<file path="config.mk">
export PLATFORM = sky130hd
export DESIGN_NAME = memory_limit_range_carver_core
export DESIGN_NICKNAME = d
export VERILOG_FILES = /design/src/design/mlrc_pkg.sv /design/src/design/memory_limit_range_carver_core.sv
export VERILOG_INCLUDE_DIRS = /design/src /design/src/design
export SDC_FILE = /design/constraint.sdc
export NUM_CORES = 2
export LEC_CHECK = 0
export BUFFER_PORTS_ARGS = -buffer_cell sky130_fd_sc_hd__buf_4
export CORE_ASPECT_RATIO = 1.75
export CORE_MARGIN = 8
export CORE_UTILIZATION = 40
export CTS_CLUSTER_DIAMETER = 120
export DETAILED_ROUTE_END_ITERATION = 16
export HOLD_SLACK_MARGIN = 0.12
export MAX_ROUTING_LAYER = met4
export PLACE_DENSITY = 0.55
export SLEW_MARGIN = 15
export SYNTH_ARGS = -nofsm -noshare
export SYNTH_HDL_FRONTEND = slang
export SYNTH_SLANG_ARGS = --single-unit
export TNS_END_PERCENT = 5
</file>
<file path="constraint.sdc">
create_clock -name clk -period 15.4 [get_ports clk]
set_input_delay 3.85 -clock clk [delete_from_list [all_inputs] [get_ports clk]]
set_output_delay 3.85 -clock clk [all_outputs]
set_load 0.05 [all_outputs]
</file>
<file path="src/design/memory_limit_range_carver_core_assert.svh">
// Assertion macros shared by the range carver RTL.
`ifndef MEMORY_LIMIT_RANGE_CARVER_CORE_ASSERT_SVH
`define MEMORY_LIMIT_RANGE_CARVER_CORE_ASSERT_SVH

// Same-cycle implication, sampled on the rising clock edge, off during reset.
`define MLRC_ASSERT_NOW(label, ante, cons, msg) \
    label: assert property (@(posedge clk) disable iff (!rst_n) (ante) |-> (cons)) \
        else $error(msg);

// Next-cycle implication, sampled on the rising clock edge, off during reset.
`define MLRC_ASSERT_NEXT(label, ante, cons, msg) \
    label: assert property (@(posedge clk) disable iff (!rst_n) (ante) |=> (cons)) \
        else $error(msg);

`endif

</file>
<file path="src/design/mlrc_pkg.sv">
// Constants, stage types and a helper function of the memory range carver.
package mlrc_pkg;

    localparam int ADDR_BITS = 48;
    localparam int SUM_BITS  = ADDR_BITS + 3;
    localparam int IDX_BITS  = 3;

    localparam logic [IDX_BITS-1:0] REG_KERNEL_START   = 3'd0;
    localparam logic [IDX_BITS-1:0] REG_KERNEL_STOP    = 3'd1;
    localparam logic [IDX_BITS-1:0] REG_RAMDISK_START  = 3'd2;
    localparam logic [IDX_BITS-1:0] REG_RAMDISK_LENGTH = 3'd3;
    localparam logic [IDX_BITS-1:0] REG_INITIAL_BUDGET = 3'd4;

    localparam logic [1:0] CASE_NONE   = 2'd0;
    localparam logic [1:0] CASE_WHOLE  = 2'd1;
    localparam logic [1:0] CASE_KERNEL = 2'd2;
    localparam logic [1:0] CASE_PART   = 2'd3;

    typedef logic [ADDR_BITS-1:0] addr_t;
    typedef logic [SUM_BITS-1:0]  sum_t;

    typedef struct packed {
        addr_t base;
        addr_t size;
        logic  in_k;
        logic  has_rd;
        addr_t klow;
        addr_t khigh;
        addr_t rhigh;
    } amt_t;

    typedef struct packed {
        amt_t amt;
        sum_t p3;
        sum_t p4;
        sum_t p5;
    } pfx_t;

    typedef struct packed {
        logic [1:0] code;
        logic       has_rd;
        addr_t      base;
        addr_t      len;
        addr_t      t_r;
        addr_t      t_kh;
        addr_t      t_kl;
        addr_t      t_rh;
        logic       cut;
        addr_t      bleft;
    } take_t;

    typedef struct packed {
        addr_t v0b;
        addr_t v0l;
        addr_t v1b;
        addr_t v1l;
        logic  cut;
        addr_t bleft;
        logic  merge;
    } vec_t;

    // Bytes granted from budget b to a request of a bytes once p bytes were asked before.
    function automatic addr_t clamp_take(input addr_t b, input sum_t p, input addr_t a);
        logic [SUM_BITS:0] d;
        addr_t             r;
        d = (SUM_BITS+1)'(b) - (SUM_BITS+1)'(p);
        if (d[SUM_BITS])
            r = '0;
        else if (d[SUM_BITS-1:0] >= SUM_BITS'(a))
            r = a;
        else
            r = d[ADDR_BITS-1:0];
        return r;
    endfunction

endpackage

</file>
<file path="src/design/memory_limit_range_carver_core.sv">
// Memory range carver: splits each physical range into kept vectors under a byte budget.
//
//  channel | direction | word contents (lowest bit first)
//  --------+-----------+---------------------------------------------------------------
//  s_*     | in        | tdata: span_base[47:0], span_size[95:48]
//  m_*     | out       | tdata: first_vec_base, first_vec_len, second_vec_base,
//          |           |        second_vec_len, budget_left; tuser: ramdisk_cut
//  cfg_*   | in        | cfg_index selects the register, cfg_data carries its value
//
//  Rate: one word per cycle in and out while m_tready stays high. The only feedback
//  loop is the budget register: one subtract and compare of the running budget against
//  prefix sums prepared in the two stages before it.
//  Reset: clears all valid bits, configuration registers and the running budget to zero.
//  Stalls: m_tready low holds the output word; s_tready drops only once all six stages
//  hold a word, and rises again in the cycle the output is taken.
//  Writing the initial budget register also reloads the running budget.
`include "memory_limit_range_carver_core_assert.svh"

module memory_limit_range_carver_core
(
    input  logic                                 clk,
    input  logic                                 rst_n,
    // span_base[47:0], span_size[95:48]
    input  logic                                 s_tvalid,
    output logic                                 s_tready,
    input  logic [2*mlrc_pkg::ADDR_BITS-1:0]     s_tdata,
    // first_vec_base, first_vec_len, second_vec_base, second_vec_len, budget_left
    output logic                                 m_tvalid,
    input  logic                                 m_tready,
    output logic [5*mlrc_pkg::ADDR_BITS-1:0]     m_tdata,
    // ramdisk_cut
    output logic [0:0]                           m_tuser,
    input  logic                                 cfg_valid,
    output logic                                 cfg_ready,
    input  logic [mlrc_pkg::IDX_BITS-1:0]        cfg_index,
    input  logic [mlrc_pkg::ADDR_BITS-1:0]       cfg_data
);

    // Configuration and running budget
    mlrc_pkg::addr_t kstart_reg, kstop_reg, rdstart_reg, rdlen_reg, budget_reg;
    mlrc_pkg::addr_t budget_next;
    // Values derived from configuration only, registered from the configuration registers
    mlrc_pkg::addr_t ksize_reg, rdend_reg;
    mlrc_pkg::addr_t ksize_next;
    mlrc_pkg::sum_t  pre2_reg;

    // Pipeline: input, amounts, prefix sums, takes, vectors, output
    logic in_valid_reg, a_valid_reg, p_valid_reg, c_valid_reg, d_valid_reg, out_valid_reg;
    mlrc_pkg::addr_t in_base_reg, in_size_reg;
    mlrc_pkg::amt_t  a_reg, a_next;
    mlrc_pkg::pfx_t  p_reg, p_next;
    mlrc_pkg::take_t c_reg, c_next;
    mlrc_pkg::vec_t  d_reg, d_next, out_reg, out_next;

    logic s_fire, cfg_fire;
    logic rdy_out, rdy_d, rdy_c, rdy_p, rdy_a;
    logic adv_d, adv_c, adv_p, adv_a, adv_in;

    assign s_fire   = s_tvalid && s_tready;
    assign cfg_ready = 1'b1;
    assign cfg_fire = cfg_valid && cfg_ready;

    // Ready chain: a stage advances when the next one is empty or advancing too
    assign rdy_out  = !out_valid_reg || m_tready;
    assign adv_d    = d_valid_reg && rdy_out;
    assign rdy_d    = !d_valid_reg || rdy_out;
    assign adv_c    = c_valid_reg && rdy_d;
    assign rdy_c    = !c_valid_reg || rdy_d;
    assign adv_p    = p_valid_reg && rdy_c;
    assign rdy_p    = !p_valid_reg || rdy_c;
    assign adv_a    = a_valid_reg && rdy_p;
    assign rdy_a    = !a_valid_reg || rdy_p;
    assign adv_in   = in_valid_reg && rdy_a;
    assign s_tready = !in_valid_reg || rdy_a;

    // Configuration writes; the running budget takes the item update between writes
    always_ff @(posedge clk or negedge rst_n)
    begin
        if (!rst_n)
        begin
            kstart_reg  <= '0;
            kstop_reg   <= '0;
            rdstart_reg <= '0;
            rdlen_reg   <= '0;
            budget_reg  <= '0;
        end
        else
        begin
            if (cfg_fire)
            begin
                unique case (cfg_index)
                    mlrc_pkg::REG_KERNEL_START:   kstart_reg  <= cfg_data;
                    mlrc_pkg::REG_KERNEL_STOP:    kstop_reg   <= cfg_data;
                    mlrc_pkg::REG_RAMDISK_START:  rdstart_reg <= cfg_data;
                    mlrc_pkg::REG_RAMDISK_LENGTH: rdlen_reg   <= cfg_data;
                    mlrc_pkg::REG_INITIAL_BUDGET: budget_reg  <= cfg_data;
                    default: ;
                endcase
            end
            else if (adv_p)
            begin
                budget_reg <= budget_next;
            end
        end
    end

    // Kernel size wraps at the address width before it joins the wider prefix sum
    assign ksize_next = kstop_reg - kstart_reg;

    always_ff @(posedge clk)
    begin
        ksize_reg <= ksize_next;
        rdend_reg <= rdstart_reg + rdlen_reg;
        pre2_reg  <= mlrc_pkg::SUM_BITS'(ksize_next)
                     + mlrc_pkg::SUM_BITS'(rdlen_reg);
    end

    // Amounts stage: range end, kernel test and the three gap sizes
    always_comb
    begin
        mlrc_pkg::addr_t rend;
        rend          = in_base_reg + in_size_reg;
        a_next.base   = in_base_reg;
        a_next.size   = in_size_reg;
        a_next.in_k   = (in_base_reg <= kstart_reg) && (kstart_reg < rend);
        a_next.has_rd = (rdlen_reg != '0);
        a_next.klow   = kstart_reg - in_base_reg;
        a_next.khigh  = a_next.has_rd ? (rdstart_reg - kstop_reg) : (rend - kstop_reg);
        a_next.rhigh  = a_next.has_rd ? (rend - rdend_reg) : '0;
    end

    // Prefix sums of the requests, in the order the budget serves them
    always_comb
    begin
        p_next.amt = a_reg;
        p_next.p3  = pre2_reg + mlrc_pkg::SUM_BITS'(a_reg.khigh);
        p_next.p4  = pre2_reg + mlrc_pkg::SUM_BITS'(a_reg.khigh)
                     + mlrc_pkg::SUM_BITS'(a_reg.klow);
        p_next.p5  = pre2_reg + mlrc_pkg::SUM_BITS'(a_reg.khigh)
                     + mlrc_pkg::SUM_BITS'(a_reg.klow) + mlrc_pkg::SUM_BITS'(a_reg.rhigh);
    end

    // Budget stage: every take is the budget beyond its prefix, clamped to its request
    always_comb
    begin
        c_next.has_rd = p_reg.amt.has_rd;
        c_next.base   = p_reg.amt.base;
        c_next.t_r    = mlrc_pkg::clamp_take(budget_reg,
                                             mlrc_pkg::SUM_BITS'(ksize_reg), rdlen_reg);
        c_next.t_kh   = mlrc_pkg::clamp_take(budget_reg, pre2_reg, p_reg.amt.khigh);
        c_next.t_kl   = mlrc_pkg::clamp_take(budget_reg, p_reg.p3, p_reg.amt.klow);
        c_next.t_rh   = mlrc_pkg::clamp_take(budget_reg, p_reg.p4, p_reg.amt.rhigh);
        c_next.cut    = p_reg.amt.has_rd && (mlrc_pkg::SUM_BITS'(budget_reg) < pre2_reg);
        if (budget_reg == '0)
        begin
            c_next.code = mlrc_pkg::CASE_NONE;
            c_next.len  = '0;
            budget_next = budget_reg;
        end
        else if (p_reg.amt.size <= budget_reg)
        begin
            c_next.code = mlrc_pkg::CASE_WHOLE;
            c_next.len  = p_reg.amt.size;
            budget_next = budget_reg - p_reg.amt.size;
        end
        else if (p_reg.amt.in_k)
        begin
            c_next.code = mlrc_pkg::CASE_KERNEL;
            c_next.len  = '0;
            budget_next = (mlrc_pkg::SUM_BITS'(budget_reg) >= p_reg.p5)
                        ? mlrc_pkg::ADDR_BITS'(mlrc_pkg::SUM_BITS'(budget_reg) - p_reg.p5)
                        : '0;
        end
        else
        begin
            // Range misses the kernel: the rest of the budget goes from its base
            c_next.code = mlrc_pkg::CASE_PART;
            c_next.len  = budget_reg;
            budget_next = '0;
        end
        c_next.bleft = budget_next;
    end

    // Vector stage: place both vectors and test whether they touch
    always_comb
    begin
        d_next.bleft = c_reg.bleft;
        unique case (c_reg.code)
            mlrc_pkg::CASE_NONE:
            begin
                d_next.v0b   = '0;
                d_next.v0l   = '0;
                d_next.v1b   = '0;
                d_next.v1l   = '0;
                d_next.cut   = 1'b0;
                d_next.merge = 1'b0;
            end
            mlrc_pkg::CASE_WHOLE, mlrc_pkg::CASE_PART:
            begin
                d_next.v0b   = c_reg.base;
                d_next.v0l   = c_reg.len;
                d_next.v1b   = '0;
                d_next.v1l   = '0;
                d_next.cut   = 1'b0;
                d_next.merge = 1'b0;
            end
            mlrc_pkg::CASE_KERNEL:
            begin
                d_next.v0b   = kstart_reg - c_reg.t_kl;
                d_next.v0l   = ksize_reg + c_reg.t_kh + c_reg.t_kl;
                d_next.v1b   = c_reg.has_rd ? rdstart_reg : '0;
                d_next.v1l   = c_reg.t_r + c_reg.t_rh;
                d_next.cut   = c_reg.cut;
                // First vector ends at kernel end plus the upper growth
                d_next.merge = c_reg.has_rd && ((kstop_reg + c_reg.t_kh) == rdstart_reg);
            end
        endcase
    end

    // Output stage: fold the second vector into the first where they touch
    always_comb
    begin
        out_next = d_reg;
        if (d_reg.merge)
        begin
            out_next.v0l = d_reg.v0l + d_reg.v1l;
            out_next.v1b = '0;
            out_next.v1l = '0;
        end
    end

    // Valid bits
    always_ff @(posedge clk or negedge rst_n)
    begin
        if (!rst_n)
        begin
            in_valid_reg  <= 1'b0;
            a_valid_reg   <= 1'b0;
            p_valid_reg   <= 1'b0;
            c_valid_reg   <= 1'b0;
            d_valid_reg   <= 1'b0;
            out_valid_reg <= 1'b0;
        end
        else
        begin
            if (s_fire)
                in_valid_reg <= 1'b1;
            else if (adv_in)
                in_valid_reg <= 1'b0;
            if (adv_in)
                a_valid_reg <= 1'b1;
            else if (adv_a)
                a_valid_reg <= 1'b0;
            if (adv_a)
                p_valid_reg <= 1'b1;
            else if (adv_p)
                p_valid_reg <= 1'b0;
            if (adv_p)
                c_valid_reg <= 1'b1;
            else if (adv_c)
                c_valid_reg <= 1'b0;
            if (adv_c)
                d_valid_reg <= 1'b1;
            else if (adv_d)
                d_valid_reg <= 1'b0;
            if (adv_d)
                out_valid_reg <= 1'b1;
            else if (m_tready)
                out_valid_reg <= 1'b0;
        end
    end

    // Payload: load each stage as its predecessor advances, hold otherwise
    always_ff @(posedge clk)
    begin
        if (s_fire)
        begin
            in_base_reg <= s_tdata[mlrc_pkg::ADDR_BITS-1:0];
            in_size_reg <= s_tdata[2*mlrc_pkg::ADDR_BITS-1:mlrc_pkg::ADDR_BITS];
        end
        if (adv_in)
            a_reg <= a_next;
        if (adv_a)
            p_reg <= p_next;
        if (adv_p)
            c_reg <= c_next;
        if (adv_c)
            d_reg <= d_next;
        if (adv_d)
            out_reg <= out_next;
    end

    assign m_tvalid = out_valid_reg;
    assign m_tdata  = {out_reg.bleft, out_reg.v1l, out_reg.v1b, out_reg.v0l, out_reg.v0b};
    assign m_tuser  = out_reg.cut;

    `MLRC_ASSERT_NEXT(a_budget_no_growth,
        !(cfg_fire && (cfg_index == mlrc_pkg::REG_INITIAL_BUDGET)),
        budget_reg <= $past(budget_reg),
        "running budget grew without a budget write")
    `MLRC_ASSERT_NEXT(a_budget_idle_hold, !cfg_fire && !adv_p, $stable(budget_reg),
        "running budget moved with no item in the budget stage")
    `MLRC_ASSERT_NOW(a_cut_drains_budget, m_tvalid && m_tuser[0],
        m_tdata[5*mlrc_pkg::ADDR_BITS-1:4*mlrc_pkg::ADDR_BITS] == '0,
        "ramdisk cut but budget left over")
    `MLRC_ASSERT_NOW(a_second_needs_ramdisk,
        m_tvalid && (m_tdata[4*mlrc_pkg::ADDR_BITS-1:3*mlrc_pkg::ADDR_BITS] != '0),
        rdlen_reg != '0,
        "second vector formed with no ramdisk")

endmodule

</file>
==> impl_metrics.toml <==
[setup_path]
r2r_slack_ns = 5.36
regToRegEndpoint = "p_reg[50]"
cp-end-kind = "flop"
cpMostUsedCell = "a21oi_1"
reg2reg_depth = 37
worstSetupPathType = "reg -> reg"
crit_required_ns = 16.03
crit_start = "a_reg[48]"
cp_data_arrival_time_ns = 10.66
slowest_stage = "a41oi_1"
path_max_fanout = 7
rr_startpoint = "a_reg[48]"
max_stage_delay_ns = 0.70
crit_path_start_kind = "flop"

[die]
num_rows = 271
die_x_um = 438
initial_core_util_pct = 40.1
pin_count = 396
core-area_sq_mm = 0.311
die_height_um = 755
dieArea_sq_mm = 0.331

[routing]
post_drt_wl_per_cell_um = 31.9
totalWireLength_um = 539000
vias = 98100
final_antenna_net_count = 0
drcViolationCount = 0
first_iter_violations = 7966
first_pass_iters = 8
viasPerCell = 5.81

[sta]
maxSlewHeadroom_pct = 12.0
grt_setup_unrepaired = "no"
min_period_ns = 10.04
finClkSkew_ns = 0.0726
hold_viol_final = 0
fmax_mhz = 99.6
tns_ns = 0
worst_slew_pin_slew_ns = 1.31
finalCritPeriodShare_pct = 65.2
finalSetupViolCount = 0
slew_violations = 0

[clock_network]
htreeDepth = 4
clock-sinks = 1946
postCtsSetupBuffers = 0
clock_latency_ns = 0.94
cts-root-buf = "clkbuf_16"
clock_tree.buffer_depth = 4
ctsResizeCount = 0
cts_tree = "built"
cts.clk_slew.worst_paths_ns = 0.08
cts_buffers = 206
cts_hold_buf = 0

[synthesis]
synth_ff_type = "edfxtp_1"
synth_top_cell_by_area = "edfxtp_1"
synth-seq-cells = 1946
synth_cell_types = 105
syn_area_per_cell_sq_um = 10.3
synth-edff-count = 1555
yosys_warnings = 0
ys_seq_area_share_pct = 44.7
synth.area.top_cells = "edfxtp_1, ha_1, dfrtp_1, xnor2_1, a21oi_1"
postSynthCellCount = 12100
synth_top_area_share_pct = 37.4
syn_area_sq_mm = 0.125
syn-num-nets = 13600
postSynth.asyncResetShare_pct = 12.6

[placed_design]
gp_congestion = 0.998
io_buffers = 394
hpwl_um = 446000

[outcome]
status = "complete, no violations"

[final_layout]
nets = 14100
nFillCells = 29400
final_core_util_pct = 45.1
drive_gt1_share_pct = 9.26
area_delta_synth_final_pct = 12.5
largest_reg_flops = 345

[min_path]
hold_depth = 0
holdPathEnd = "c_reg[314]"
min_path_type = "reg -> reg"
hold_start = "c_next[314]"

[global_routing]
grt_use_total_pct = 32.2
grt_pass1_wl_um = 737000
grt_overflow = 0
antenna_found_initial = 58
grt_max_degree = 122
grt_pass1_vias = 100000

[run]
maxCapViolCount = 0
[per-layer routing]
| metal | part of all wire [%] | GRT usage [%] |
|---|---|---|
| met5 | 0 | - |
| met4 | 7.3 | 18.9 |
| met3 | 4.8 | 3.34 |
| met2 | 48 | 54.3 |
| met1 | 40 | 37.3 |
[stage by stage]
step           worst slack [ns]  instances  cell area (sq um)  hold WS [ns]
2_1_floorplan              1.66      12100             125000         0.400
3_3_place_gp               5.36      16500             133000         0.401
3_5_place_dp               5.58      16500             133000         0.405
4_1_cts                    5.49      16900             140000         0.367
5_1_grt                    4.98      16900             140000         0.378
6_report                   5.36      16900             140000         0.382
[kinds of logic (layout without fill, tap and decap cells)]
group	after synthesis	count (layout)	synth area share (%)
muxes	332	332	2.84
adders and majority gates	1305	1305	13.5
buffers and inverters	1294	1966	3.96
xor gates and xnor gates	902	902	6.33
other	1	31	0.00301
and+or+nand+nor	2853	2853	11.0
DFF	1946	1946	44.7
AOI/OAI and AO/OA	3465	3465	17.7
[worst max path at each step]
| stage | end | slack, ns | cells past startpoint |
|---|---|---|---|
| 6_report | p_reg[50] | 5.36 | 37 |
| 5_1_grt | p_reg[50] | 4.98 | 37 |
| 4_1_cts | p_reg[50] | 5.49 | 37 |
| 3_5_place_dp | p_reg[50] | 5.58 | 37 |
| 3_3_place_gp | p_reg[50] | 5.36 | 37 |
| 2_1_floorplan | c_next[289] | 1.66 | 3 |
[cells in the mapped netlist, types with 46 or more instances]
cell / instances
o31ai_1: 53
a211oi_1: 92
mux2_2: 175
clkbuf_1: 222
o21a_1: 161
nor4_1: 47
a21o_1: 639
xnor2_1: 602
o21bai_1: 145
inv_1: 1031
fa_1: 68
dfxtp_1: 145
a22oi_1: 46
and3_1: 128
edfxtp_1: 1555
and2_1: 57
ha_1: 1237
a31oi_1: 100
mux2i_1: 157
xor2_1: 300
nor2b_1: 258
dfrtp_1: 246
nand2_1: 727
nand2b_1: 154
nor3_1: 150
nor2_1: 844
o211ai_1: 51
o21ai_0: 745
nand4_1: 169
a21oi_1: 1013
nand3_1: 164
[worst max-delay path: cells and delay by family, from the launching register on]
family	cells	cell delay [ns]
compound gates	24	6.06
xor+xnor	2	0.43
fa+ha+maj	4	1.41
flops	1	0.40
simple gates	7	1.42
[area by class of cell]
cell class | count | area [sq um] | area share, %
Multi-Input combinational cell | 8858 | 64400 | 45.9
Timing Repair Buffer | 558 | 4260 | 3.04
Tap cell | 4095 | 5120 | 3.65
Antenna cell | 30 | 75.1 | 0.0535
Clock buffer | 254 | 5520 | 3.93
Clock inverter | 122 | 1320 | 0.939
Inverter | 1032 | 3880 | 2.77
Sequential cell | 1946 | 55800 | 39.7
[cells in the final DEF (no fill, tap or decap), drive strengths merged, types with 30 or more instances in the layout]
cell	instances
a211oi	92
a21o	639
a21oi	1013
a221o	33
a221oi	32
a22oi	46
a31oi	101
and2	57
and3	128
buf	558
clkbuf	254
clkinv	76
dfrtp	246
dfxtp	145
diode	30
edfxtp	1555
fa	68
ha	1237
inv	1037
mux2	175
mux2i	157
nand2	727
nand2b	155
nand3	164
nand4	169
nor2	844
nor2b	258
nor3	150
nor4	47
o211ai	52
o21a	162
o21ai	787
o21bai	145
o31ai	55
or2	35
or3	42
xnor2	602
xor2	300
Power is left out: the tool's default activity adds up to more than one toggle a clock period on the data nets, which glitch-free logic cannot reach.
